<file path="src/rtl/core/scfb_pkg.sv">
// ============================================================================
// scfb_pkg
// Shared types and constants of the single-color fade and blink effect block.
// ============================================================================
package scfb_pkg;

   // Stream payload widths.
   localparam int ReqDataW = 32;
   localparam int RspDataW = 24;
   localparam int ColorW   = 8;
   localparam int Lanes    = 3;

   // Register file: three registers at byte addresses 0, 4 and 8.
   localparam int CsrAddrW = 4;
   localparam int CsrDataW = 32;
   localparam int RegIdxW  = 2;

   localparam logic [RegIdxW-1:0] RegFadeSpeed  = 2'd0;
   localparam logic [RegIdxW-1:0] RegBlinkSpeed = 2'd1;
   localparam logic [RegIdxW-1:0] RegBrightness = 2'd2;

   localparam logic [7:0] FadeSpeedReset  = 8'd100;
   localparam logic [7:0] BlinkSpeedReset = 8'd3;
   localparam logic [6:0] BrightnessReset = 7'd50;

   // Routine codes carried in the request.
   localparam logic [2:0] RoutineSolid  = 3'd0;
   localparam logic [2:0] RoutineBlink  = 3'd1;
   localparam logic [2:0] RoutineLinear = 3'd2;
   localparam logic [2:0] RoutineSawIn  = 3'd3;
   localparam logic [2:0] RoutineSawOut = 3'd4;

   localparam logic [7:0] LinearStep  = 8'd2;
   localparam logic [7:0] PercentFull = 8'd100;

   // Restoring divider: one quotient bit per cycle over a 16-bit dividend.
   localparam int NumW  = 16;
   localparam int StepW = 4;
   localparam logic [StepW-1:0] LastStep = 4'd15;

   typedef enum logic [2:0] {
      ST_IDLE,
      ST_FADE_MUL,
      ST_FADE_DIV,
      ST_SCALE_MUL,
      ST_SCALE_DIV,
      ST_DONE
   } state_type;

endpackage

</file>
<file path="src/rtl/core/single_color_fade_blink_effect.sv">
// ============================================================================
// single_color_fade_blink_effect
// Frame color generator: solid, blink, triangle and sawtooth fades, then a
// percent brightness scaling, with the divisions done one bit per cycle.
// ============================================================================
// Fade routines run FADE_MUL, a bit-serial FADE_DIV, SCALE_MUL, a bit-serial
// SCALE_DIV and DONE; solid and blink go straight to SCALE_MUL. A new request
// is taken only in IDLE, once the last one has left DONE; the restoring divider
// lanes are shared by both divisions, and req_tready returns as soon as the
// result is registered, even while rsp is stalled.
// Reset is synchronous and active high; it restores the register defaults and
// the effect state (solid routine, counter zero, rising direction).
module single_color_fade_blink_effect (
   input  logic        clock,
   input  logic        reset,
   input  logic        req_tvalid,
   output logic        req_tready,
   // [2:0] routine, [10:3] base_red, [18:11] base_green, [26:19] base_blue
   input  logic [31:0] req_tdata,
   output logic        rsp_tvalid,
   input  logic        rsp_tready,
   // [7:0] out_red, [15:8] out_green, [23:16] out_blue
   output logic [23:0] rsp_tdata,
   input  logic        csr_psel,
   input  logic        csr_penable,
   input  logic        csr_pwrite,
   input  logic [3:0]  csr_paddr,
   input  logic [31:0] csr_pwdata,
   output logic [31:0] csr_prdata,
   output logic        csr_pready
);

   // Configuration registers.
   logic [7:0] fade_speed_ff, blink_speed_ff;
   logic [6:0] brightness_ff;
   logic [scfb_pkg::RegIdxW-1:0] csr_idx;
   logic csr_wr;

   // Effect state.
   logic [2:0] active_ff, active_in;
   logic [7:0] ramp_ff, ramp_in;
   logic       rising_ff, rising_in;
   logic [7:0] phase_ff, phase_in;
   logic [7:0] held_ff [scfb_pkg::Lanes];
   logic [7:0] held_in [scfb_pkg::Lanes];

   // Sequencer and divider lanes.
   scfb_pkg::state_type state_ff, state_in;
   logic [scfb_pkg::StepW-1:0] step_ff, step_in;
   logic [7:0] cnt_ff, cnt_in;
   logic [7:0] col_ff [scfb_pkg::Lanes];
   logic [7:0] col_in [scfb_pkg::Lanes];
   logic [7:0] rem_ff [scfb_pkg::Lanes];
   logic [7:0] rem_in [scfb_pkg::Lanes];
   logic [scfb_pkg::NumW-1:0] num_ff [scfb_pkg::Lanes];
   logic [scfb_pkg::NumW-1:0] num_in [scfb_pkg::Lanes];

   logic        rsp_valid_ff, rsp_valid_in;
   logic [23:0] rsp_data_ff, rsp_data_in;

   // Combinational helpers.
   logic       accept;
   logic [2:0] rt;
   logic [7:0] base [scfb_pkg::Lanes];
   logic       chg;
   logic [7:0] r0, p0;
   logic       f0;
   logic [7:0] h0 [scfb_pkg::Lanes];
   logic [7:0] fs_eff, bs_eff, divisor;
   logic [8:0] lin_up, p_inc;
   logic [7:0] lin_dn, r1;
   logic [8:0] trial [scfb_pkg::Lanes];
   logic       fits [scfb_pkg::Lanes];
   logic [7:0] sat [scfb_pkg::Lanes];

   function automatic logic [7:0] sat8(input logic [scfb_pkg::NumW-1:0] v);
      sat8 = (|v[scfb_pkg::NumW-1:8]) ? 8'hFF : v[7:0];
   endfunction

   // Register port.
   assign csr_pready = 1'b1;
   assign csr_idx    = csr_paddr[3:2];
   assign csr_wr     = csr_psel && csr_penable && csr_pwrite && csr_pready;

   always_comb begin
      case (csr_idx)
         scfb_pkg::RegFadeSpeed:  csr_prdata = {24'd0, fade_speed_ff};
         scfb_pkg::RegBlinkSpeed: csr_prdata = {24'd0, blink_speed_ff};
         scfb_pkg::RegBrightness: csr_prdata = {25'd0, brightness_ff};
         default:                 csr_prdata = '0;
      endcase
   end

   assign req_tready = (state_ff == scfb_pkg::ST_IDLE);
   assign accept     = req_tvalid && req_tready;
   assign rsp_tvalid = rsp_valid_ff;
   assign rsp_tdata  = rsp_data_ff;

   assign rt      = req_tdata[2:0];
   assign base[0] = req_tdata[10:3];
   assign base[1] = req_tdata[18:11];
   assign base[2] = req_tdata[26:19];

   // A routine change restarts the ramp before the frame is drawn.
   assign chg    = (rt != active_ff);
   assign r0     = chg ? ((rt == scfb_pkg::RoutineSawOut) ? fade_speed_ff : 8'd0) : ramp_ff;
   assign f0     = chg ? 1'b1 : rising_ff;
   assign p0     = chg ? 8'd0 : phase_ff;
   assign fs_eff = (fade_speed_ff == 8'd0) ? 8'd1 : fade_speed_ff;
   assign bs_eff = (blink_speed_ff == 8'd0) ? 8'd1 : blink_speed_ff;
   assign lin_up = {1'b0, r0} + {1'b0, scfb_pkg::LinearStep};
   assign lin_dn = (r0 < scfb_pkg::LinearStep) ? 8'd0 : r0 - scfb_pkg::LinearStep;
   assign p_inc  = {1'b0, p0} + 9'd1;
   assign divisor = (state_ff == scfb_pkg::ST_FADE_DIV) ? fs_eff : scfb_pkg::PercentFull;

   // One restoring-division step per lane.
   always_comb begin
      for (int i = 0; i < scfb_pkg::Lanes; i++) begin
         h0[i]    = chg ? 8'd0 : held_ff[i];
         trial[i] = {rem_ff[i], num_ff[i][scfb_pkg::NumW-1]};
         fits[i]  = (trial[i] >= {1'b0, divisor});
         sat[i]   = sat8(num_ff[i]);
      end
   end

   always_comb begin
      state_in     = state_ff;
      step_in      = step_ff;
      cnt_in       = cnt_ff;
      active_in    = active_ff;
      ramp_in      = ramp_ff;
      rising_in    = rising_ff;
      phase_in     = phase_ff;
      rsp_valid_in = rsp_valid_ff;
      rsp_data_in  = rsp_data_ff;
      r1           = 8'd0;
      for (int i = 0; i < scfb_pkg::Lanes; i++) begin
         held_in[i] = held_ff[i];
         col_in[i]  = col_ff[i];
         rem_in[i]  = rem_ff[i];
         num_in[i]  = num_ff[i];
      end

      if (rsp_valid_ff && rsp_tready) begin
         rsp_valid_in = 1'b0;
      end

      case (state_ff)
         scfb_pkg::ST_IDLE: begin
            if (accept) begin
               active_in = rt;
               ramp_in   = r0;
               rising_in = f0;
               phase_in  = p0;
               for (int i = 0; i < scfb_pkg::Lanes; i++) begin
                  held_in[i] = h0[i];
                  col_in[i]  = base[i];
               end
               state_in = scfb_pkg::ST_FADE_MUL;
               case (rt)
                  scfb_pkg::RoutineBlink: begin
                     if (p0 == 8'd0) begin
                        for (int i = 0; i < scfb_pkg::Lanes; i++) begin
                           held_in[i] = f0 ? base[i] : 8'd0;
                        end
                        rising_in = ~f0;
                     end
                     phase_in = (p_inc >= {1'b0, bs_eff}) ? 8'd0 : p_inc[7:0];
                     for (int i = 0; i < scfb_pkg::Lanes; i++) begin
                        col_in[i] = (p0 == 8'd0) ? (f0 ? base[i] : 8'd0) : h0[i];
                     end
                     state_in = scfb_pkg::ST_SCALE_MUL;
                  end
                  scfb_pkg::RoutineLinear: begin
                     // The frame uses the counter from before the step.
                     r1 = f0 ? (lin_up[8] ? 8'hFF : lin_up[7:0]) : lin_dn;
                     ramp_in = r1;
                     cnt_in  = r0;
                     if (r1 >= fs_eff) begin
                        rising_in = 1'b0;
                     end else if (r1 == 8'd0) begin
                        rising_in = 1'b1;
                     end
                  end
                  scfb_pkg::RoutineSawIn: begin
                     r1 = f0 ? ((r0 == 8'hFF) ? 8'hFF : r0 + 8'd1) : 8'd0;
                     ramp_in   = r1;
                     cnt_in    = r1;
                     rising_in = (r1 < fs_eff);
                  end
                  scfb_pkg::RoutineSawOut: begin
                     r1 = f0 ? ((r0 == 8'd0) ? 8'd0 : r0 - 8'd1) : fade_speed_ff;
                     ramp_in   = r1;
                     cnt_in    = r1;
                     rising_in = (r1 != 8'd0);
                  end
                  default: begin
                     state_in = scfb_pkg::ST_SCALE_MUL;
                  end
               endcase
            end
         end
         scfb_pkg::ST_FADE_MUL: begin
            for (int i = 0; i < scfb_pkg::Lanes; i++) begin
               num_in[i] = 16'(col_ff[i]) * 16'(cnt_ff);
               rem_in[i] = 8'd0;
            end
            step_in  = '0;
            state_in = scfb_pkg::ST_FADE_DIV;
         end
         scfb_pkg::ST_FADE_DIV, scfb_pkg::ST_SCALE_DIV: begin
            for (int i = 0; i < scfb_pkg::Lanes; i++) begin
               rem_in[i] = fits[i] ? 8'(trial[i] - {1'b0, divisor}) : trial[i][7:0];
               num_in[i] = {num_ff[i][scfb_pkg::NumW-2:0], fits[i]};
            end
            step_in = step_ff + 1'b1;
            if (step_ff == scfb_pkg::LastStep) begin
               state_in = (state_ff == scfb_pkg::ST_FADE_DIV) ?
                          scfb_pkg::ST_SCALE_MUL : scfb_pkg::ST_DONE;
            end
         end
         scfb_pkg::ST_SCALE_MUL: begin
            // After a fade division the quotient is still in the lanes.
            for (int i = 0; i < scfb_pkg::Lanes; i++) begin
               num_in[i] = 16'({col_ff[i], 1'b0} >> 1) * 16'(brightness_ff);
               rem_in[i] = 8'd0;
            end
            step_in  = '0;
            state_in = scfb_pkg::ST_SCALE_DIV;
         end
         scfb_pkg::ST_DONE: begin
            if (!rsp_valid_ff || rsp_tready) begin
               rsp_valid_in = 1'b1;
               rsp_data_in  = {sat[2], sat[1], sat[0]};
               state_in     = scfb_pkg::ST_IDLE;
            end
         end
         default: begin
            state_in = scfb_pkg::ST_IDLE;
         end
      endcase

      // The fade quotient replaces the lane color before brightness scaling.
      if (state_ff == scfb_pkg::ST_FADE_DIV && step_ff == scfb_pkg::LastStep) begin
         for (int i = 0; i < scfb_pkg::Lanes; i++) begin
            col_in[i] = sat8({num_ff[i][scfb_pkg::NumW-2:0], fits[i]});
         end
      end
   end

   always_ff @(posedge clock) begin
      if (reset) begin
         fade_speed_ff  <= scfb_pkg::FadeSpeedReset;
         blink_speed_ff <= scfb_pkg::BlinkSpeedReset;
         brightness_ff  <= scfb_pkg::BrightnessReset;
         state_ff       <= scfb_pkg::ST_IDLE;
         step_ff        <= '0;
         active_ff      <= scfb_pkg::RoutineSolid;
         ramp_ff        <= 8'd0;
         rising_ff      <= 1'b1;
         phase_ff       <= 8'd0;
         rsp_valid_ff   <= 1'b0;
         for (int i = 0; i < scfb_pkg::Lanes; i++) begin
            held_ff[i] <= 8'd0;
         end
      end else begin
         if (csr_wr) begin
            case (csr_idx)
               scfb_pkg::RegFadeSpeed:  fade_speed_ff  <= csr_pwdata[7:0];
               scfb_pkg::RegBlinkSpeed: blink_speed_ff <= csr_pwdata[7:0];
               scfb_pkg::RegBrightness: brightness_ff  <= csr_pwdata[6:0];
               default: ;
            endcase
         end
         state_ff     <= state_in;
         step_ff      <= step_in;
         active_ff    <= active_in;
         ramp_ff      <= ramp_in;
         rising_ff    <= rising_in;
         phase_ff     <= phase_in;
         rsp_valid_ff <= rsp_valid_in;
         for (int i = 0; i < scfb_pkg::Lanes; i++) begin
            held_ff[i] <= held_in[i];
         end
      end
   end

   always_ff @(posedge clock) begin
      cnt_ff      <= cnt_in;
      rsp_data_ff <= rsp_data_in;
      for (int i = 0; i < scfb_pkg::Lanes; i++) begin
         col_ff[i] <= col_in[i];
         rem_ff[i] <= rem_in[i];
         num_ff[i] <= num_in[i];
      end
   end

endmodule

</file>
<file path="config.mk">
export PLATFORM = sky130hd
export DESIGN_NAME = single_color_fade_blink_effect
export DESIGN_NICKNAME = d
export VERILOG_FILES = /design/src/rtl/core/scfb_pkg.sv /design/src/rtl/core/single_color_fade_blink_effect.sv
export SDC_FILE = /design/constraint.sdc
export NUM_CORES = 1
export LEC_CHECK = 0
export BUFFER_PORTS_ARGS = -buffer_cell sky130_fd_sc_hd__buf_4
export CORE_MARGIN = 2
export CORE_UTILIZATION = 35
export CTS_BUF_LIST = sky130_fd_sc_hd__clkbuf_8
export DETAILED_ROUTE_END_ITERATION = 6
export GPL_ROUTABILITY_DRIVEN = 0
export GPL_TIMING_DRIVEN = 0
export PLACE_DENSITY = 0.5
export SLEW_MARGIN = 20
export SYNTH_ARGS = -nofsm -noshare
export SYNTH_HDL_FRONTEND = slang
export SYNTH_SLANG_ARGS = --single-unit
</file>
<file path="constraint.sdc">
create_clock -name clock -period 13.1 [get_ports clock]
set_clock_uncertainty 0.15 [all_clocks]
set_input_delay 0.655 -clock clock [delete_from_list [all_inputs] [get_ports clock]]
set_output_delay 0.655 -clock clock [all_outputs]
set_load 0.01 [all_outputs]
</file>
## Word-level counts from Yosys, hierarchy flattened

Memories as Yosys holds them, arrays and structs flattened.
Index checks and enable logic that the tools add are counted.

| cells by class | value |
|---|---|
| bitwise operators | 4 |
| mux-type cells | 64 |
| reduce and logical (&&, ||, !) cells | 33 |
| $mul | 6 |
| add/sub/neg operators | 9 |
| eq/ne operators | 17 |
| order comparisons | 7 |

Operator list:

| cell | count |
|---|---|
| $mux 8 | 33 |
| $mux 24 | 8 |
| $pmux 48 s3 | 1 |
| $pmux 8 s3 | 3 |
| $mul 8x8->16 | 3 |
| $pmux 24 s2 | 1 |
| $reduce_or 8->1 | 6 |
| $mul 8x7->15 | 3 |
| $logic_not 8->1 | 5 |
| $ge 9x8->1 | 4 |
| $sub 8x8->8 | 3 |
| $pmux 3 s5 | 1 |
| $eq 3x2->1 const B | 4 |
| $mux 3 | 4 |
| $mux 1 | 10 |
| $reduce_and 2->1 | 5 |
| $add 8x1->9 const B | 1 |
| $add 8x2->9 const B | 1 |
| $eq 3x3->1 const B | 3 |
| $add 8x1->8 const B | 1 |
| $eq 8x8->1 const B | 1 |
| $ge 8x8->1 | 1 |
| $lt 8x2->1 const B | 1 |
| $lt 8x8->1 | 1 |
| 26 further kinds | 36 |

| storage, ports and cells | value |
|---|---|
| word-level logic and storage cells | 158 |
| bits of input ports | 75 |
| flip-flop bits (word level) | 83 |
| memories | 4 |
| bits in writable memories | 120 |

Memories:

| memory | depth | width | read ports | clocked after Yosys merged registers in | wr ports | line | RTL |
|---|---|---|---|---|---|---|---|
| num_ff | 3 | 16 | 3 | 0 | 3 | single_color_fade_blink_effect.sv:55 | `logic [scfb_pkg::NumW-1:0] num_ff [scfb_pkg::Lanes];` |
| col_ff | 3 | 8 | 3 | 0 | 3 | single_color_fade_blink_effect.sv:51 | `logic [7:0] col_ff [scfb_pkg::Lanes];` |
| held_ff | 3 | 8 | 3 | 0 | 3 | single_color_fade_blink_effect.sv:44 | `logic [7:0] held_ff [scfb_pkg::Lanes];` |
| rem_ff | 3 | 8 | 3 | 0 | 3 | single_color_fade_blink_effect.sv:53 | `logic [7:0] rem_ff [scfb_pkg::Lanes];` |

## Longest topological paths before layout

| depth | value |
|---|---|
| word-level depth | 10 |
| gate-level depth with buffers | 23 |
| depth with buffers taken out | 19 |

## Worst setup path before layout

Ideal clock, no wire load.

| timing path | value |
|---|---|
| path kind | flip-flop to flip-flop |
| from | register cnt_ff[7] |
| to | memory num_ff[0][47] (netlist name) (data pin) |
| slack | 8308 ps |
| cell stages (with the launch flop) | 18 |
| arrival time | 4374 ps |
| clock period less this slack | 4792 ps |
| data required time | 12681 ps |
| setup time | 269 ps |
| cell sequence | edfxtp_1 clkbuf_1 nand2_1 fa_1 inv_1 fa_1 fa_1 inv_1 fa_1 inv_1 ha_1 or3_1 o21ai_0 a21oi_1 a31oi_1 o21ai_0 xnor2_1 o31ai_1 |

RTL lines:

| element | line | RTL |
|---|---|---|
| start: declaration | single_color_fade_blink_effect.sv:50 | `logic [7:0] cnt_ff, cnt_in;` |
| start signal: assignment | single_color_fade_blink_effect.sv:289 | `cnt_ff <= cnt_in;` |
| end: declaration | single_color_fade_blink_effect.sv:55 |  |

==> PnR_summary.wiki <==
{| class="wikitable"
! Metric !! Value
|-
| Run status || complete, no violations
|-
| Gate power share || between 40 and 50%
|-
| Total length of routed wires || 78100 µm
|-
| Power per cell area || roughly 120 mW/mm²
|-
| Total of hold buffers inserted after clock tree synthesis || 0
|-
| Share of total power in sequential cells || approximately 30%
|-
| Start point of the critical path || cnt_ff[7]
|-
| Max Slew Vio Count || 0
|-
| Clock tree from TritonCTS || done
|-
| Final hold vios || 0
|-
| Final Cycle Share || about 46%
|-
| Leakage power || about 12 nW
|-
| Number of sinks handled by clock tree synthesis || slightly above 200
|-
| Unrepaired setup endpoints after global routing || false
|-
| Total setup violations reported at the end of the flow || 0
|-
| Synth Register Bits || a little over 200
|-
| Time the worst path needs with I/O delays and setup || 6.01 ns
|-
| Die width || about 260 µm
|-
| Full die area || 0.0692 mm²
|-
| DR iter-0 viols || between 1500 and 2000
|-
| Number of max-capacitance violations reported || 0
|-
| Internal Power || between 1.5 and 2 mW
|-
| Max-slew headroom at the worst pin || 19.9%
|-
| Number of warning messages in the yosys log || 0
|-
| Final Instance Area || about 0.026 mm²
|-
| Number of enable flip-flop cells after synthesis || 128
|-
| Highest-count cells in the layout ignoring fill and taps || inv_1 (316), ha_1 (263), nand2_1 (245), and2_1 (227), nor2_1 (208)
|-
| Count of buffers inserted at the top-level ports || 74
|-
| Part of the Yosys area used for sequential elements || 22.8%
|-
| Number of vias after detailed routing || 20000
|-
| P&R area growth vs syn || 10.9%
|-
| Most common cell after layout, fill and taps aside || inv_1
|-
| Number of filler cells placed in the layout || 6783
|-
| Area of the core || roughly 0.066 mm²
|-
| Die Y || ~260 µm
|-
| Initial antenna violation count || 2
|-
| Number of optimization iterations in the first detailed-route pass || 6
|-
| Root Driver || clkbuf_8
|-
| R2R setup slack || around 7.1 ns
|-
| Largest fanout on the critical path || 10
|-
| Peak VDD IR || 0.0816 mV
|-
| Mean area per synthesized cell || 8.83 µm²
|-
| Top achievable clock speed || approximately 0.17 GHz
|-
| Worst reg2reg path startpoint || cnt_ff[7]
|-
| Required @ worst endpoint || 13.30 ns
|-
| Ratio of cells with drive above 1 in the final layout || 6.61%
|-
| CTS buffer count || 39
|-
| Num ports || 134
|-
| Fraction of power consumed by the clock network || 21.6%
|-
| Net load switching power || about 1.3 mW
|-
| Reg-to-Reg End || num_ff[0][47]
|-
| Number of cells produced by synthesis || about 2700
|-
| Antenna-violating nets left || 0
|-
| Total Negative Setup Slacks || 0 ns
|-
| Worst Reg-to-Reg Cells || 17
|-
| Effective utilization at floorplan || between 30% and 40%
|-
| H-tree level count || 2
|-
| PostCTS Resize Cnt || 0
|-
| Post-synth top flop || edfxtp_1
|-
| WL per Instance || between 20 and 25 µm
|-
| Post-route DRC || 0
|-
| Total number of nets in the final design || 3336
|-
| Number of diodes || 0
|-
| Async set-or-reset flop fraction in the synthesized netlist || 0%
|-
| Register clock-pin slew on the reported worst setup and hold paths || 0.06 ns
|-
| Path type of the worst min-delay path || primary input to flip-flop
|-
| Critical path startpoint category || flip-flop
|-
| Slew at the pin closest to its max-slew limit || between 1 and 1.5 ns
|-
| Overflow left after global routing || 0
|-
| Number of buffers added for setup after CTS || 0
|-
| Pin count of the biggest net entering global routing || 49
|-
| Routed vias/inst || between 5 and 6
|-
| Kind of capture point of the worst setup path || flip-flop
|-
| Switching portion of total power || a little over two fifths
|-
| Setup CP Type || flip-flop to flip-flop
|-
| Standard cell area after detailed placement || 0.0253 mm²
|-
| Floorplan row count || 94
|-
| Vias in the first global route || 20200
|-
| Wire length of the first global-routing pass || 120000 µm
|-
| Total GRT Usage || 22.5%
|-
| DPL Wire Length || 61500 µm
|-
| Endpoint of the worst setup timing path || num_ff[0][47]
|-
| Post-synthesis cell type count || 76
|-
| Crit path DAT || around 6.2 ns
|-
| Worst-skew pair later-pin latency || roughly 0.63 ns
|-
| Buffer depth of the longest clock path || 3
|-
| Cell Area, Synth || between 0.02 and 0.025 mm²
|}
power groups by stage:
stage,registers (mW),clock network [mW],logic (mW)
4_1_cts,0.901,0.669,1.46
6_report,0.903,0.650,1.46
5_1_grt,0.913,0.697,1.65
3_5_place_dp,0.914,0,1.44
2_1_floorplan,0.871,0,1.06
3_3_place_gp,0.914,0,1.42
metrics by stage:
step / setup WS (ns) / power (mW) / instances / hold slack [ns] / utilization [%]
floorplan: 8.31 / 1.94 / 2683 / 0.310 / -
global placement: 7.10 / 2.34 / 3621 / 0.328 / 38.1
detailed placement: 7.12 / 2.35 / 3623 / 0.335 / 38.2
CTS: 7.05 / 3.03 / 3695 / 0.0978 / 39.4
global route: 6.65 / 3.26 / 3695 / 0.104 / 39.4
finish: 7.09 / 3.01 / 3695 / 0.134 / 39.4
how the worst min path moves through the flow:
stage	startpoint	to	slack, ns	cells past startpoint
after floorplan	blink_speed_ff[0]	blink_speed_ff[0]	0.31	1
after global placement	held_ff[0][2]	held_ff[0][2]	0.33	2
after detailed placement	active_ff[2]	active_ff[2]	0.33	2
after CTS	csr_pwdata[5]	brightness_ff[5]	0.1	2
after global routing	csr_pwdata[4]	brightness_ff[4]	0.10	2
final	csr_pwdata[5]	brightness_ff[5]	0.13	2
layout make-up:
cell class	count	area, µm²	area share (%)
inverters	303	1140	4.37
multi-input cells	2014	16400	62.9
well taps	864	1080	4.15
repair buffers	76	611	2.34
plain buffers	163	738	2.83
clock inverters	30	183	0.701
clock buffers	42	578	2.22
flip-flops and latches	203	5350	20.5
cells in the mapped netlist (22+ instances only):
cell type | number | area share [%]
inv_1 | 302 | 4.8
ha_1 | 263 | 14
nand2_1 | 247 | 3.9
and2_1 | 227 | 6.0
nor2_1 | 209 | 3.3
fa_1 | 198 | 17
edfxtp_1 | 128 | 16
clkbuf_1 | 120 | 1.9
o21ai_0 | 111 | 2.4
a22oi_1 | 85 | 2.7
a21oi_1 | 80 | 1.7
dfxtp_1 | 75 | 6.4
xnor2_1 | 51 | 1.9
xor2_1 | 50 | 1.9
nor3_1 | 46 | 0.98
a211oi_1 | 41 | 1.3
or3_1 | 37 | 0.99
mux2i_1 | 30 | 1.3
nand3_1 | 30 | 0.64
a21o_1 | 27 | 0.86
buf_4 | 25 | 0.80
nor2b_1 | 25 | 0.67
nand4_1 | 22 | 0.59
logic make-up after synthesis:
logic type | count (synthesis) | synth area share (%)
AOI/OAI and AO/OA | 483 | 13.8
xor gates and xnor gates | 104 | 3.98
adders and majority gates | 461 | 30.9
buffers and inverters | 466 | 7.97
DFF | 203 | 22.8
muxes | 33 | 1.42
other | 2 | 0.0320
and+or+nand+nor | 908 | 19.1
sequential cells by signal (all words and copies together), names as in the netlist, 7 cells and up:
register        count
brightness_ff       7
held_ff            24
fade_speed_ff       8
ramp_ff             8
col_ff             24
phase_ff            8
rem_ff             24
cnt_ff              8
num_ff             48
rsp_tdata          24
blink_speed_ff      8
critical path, cell delays in order (launching register included):
cell,delay (ns)
edfxtp_1,0.68
clkbuf_1,0.47
nand2_1,0.16
fa_1,0.55
inv_1,0.05
fa_1,0.51
fa_1,0.56
inv_1,0.06
fa_1,0.55
inv_1,0.05
ha_1,0.34
or3_1,0.36
o21ai_0,0.09
a21oi_1,0.09
a31oi_1,0.26
o21ai_0,0.15
xnor2_1,0.18
o31ai_1,0.49
layer usage:
layer	global-route usage [%]	share of wire [%]	vias up
met5	0	0	-
met4	9.62	4.2	0
met3	2.67	5.9	157
met2	36.8	46	701
met1	30.1	44	9874
li1	-	-	9275
Note: power is estimated with default switching activity, not from simulation.
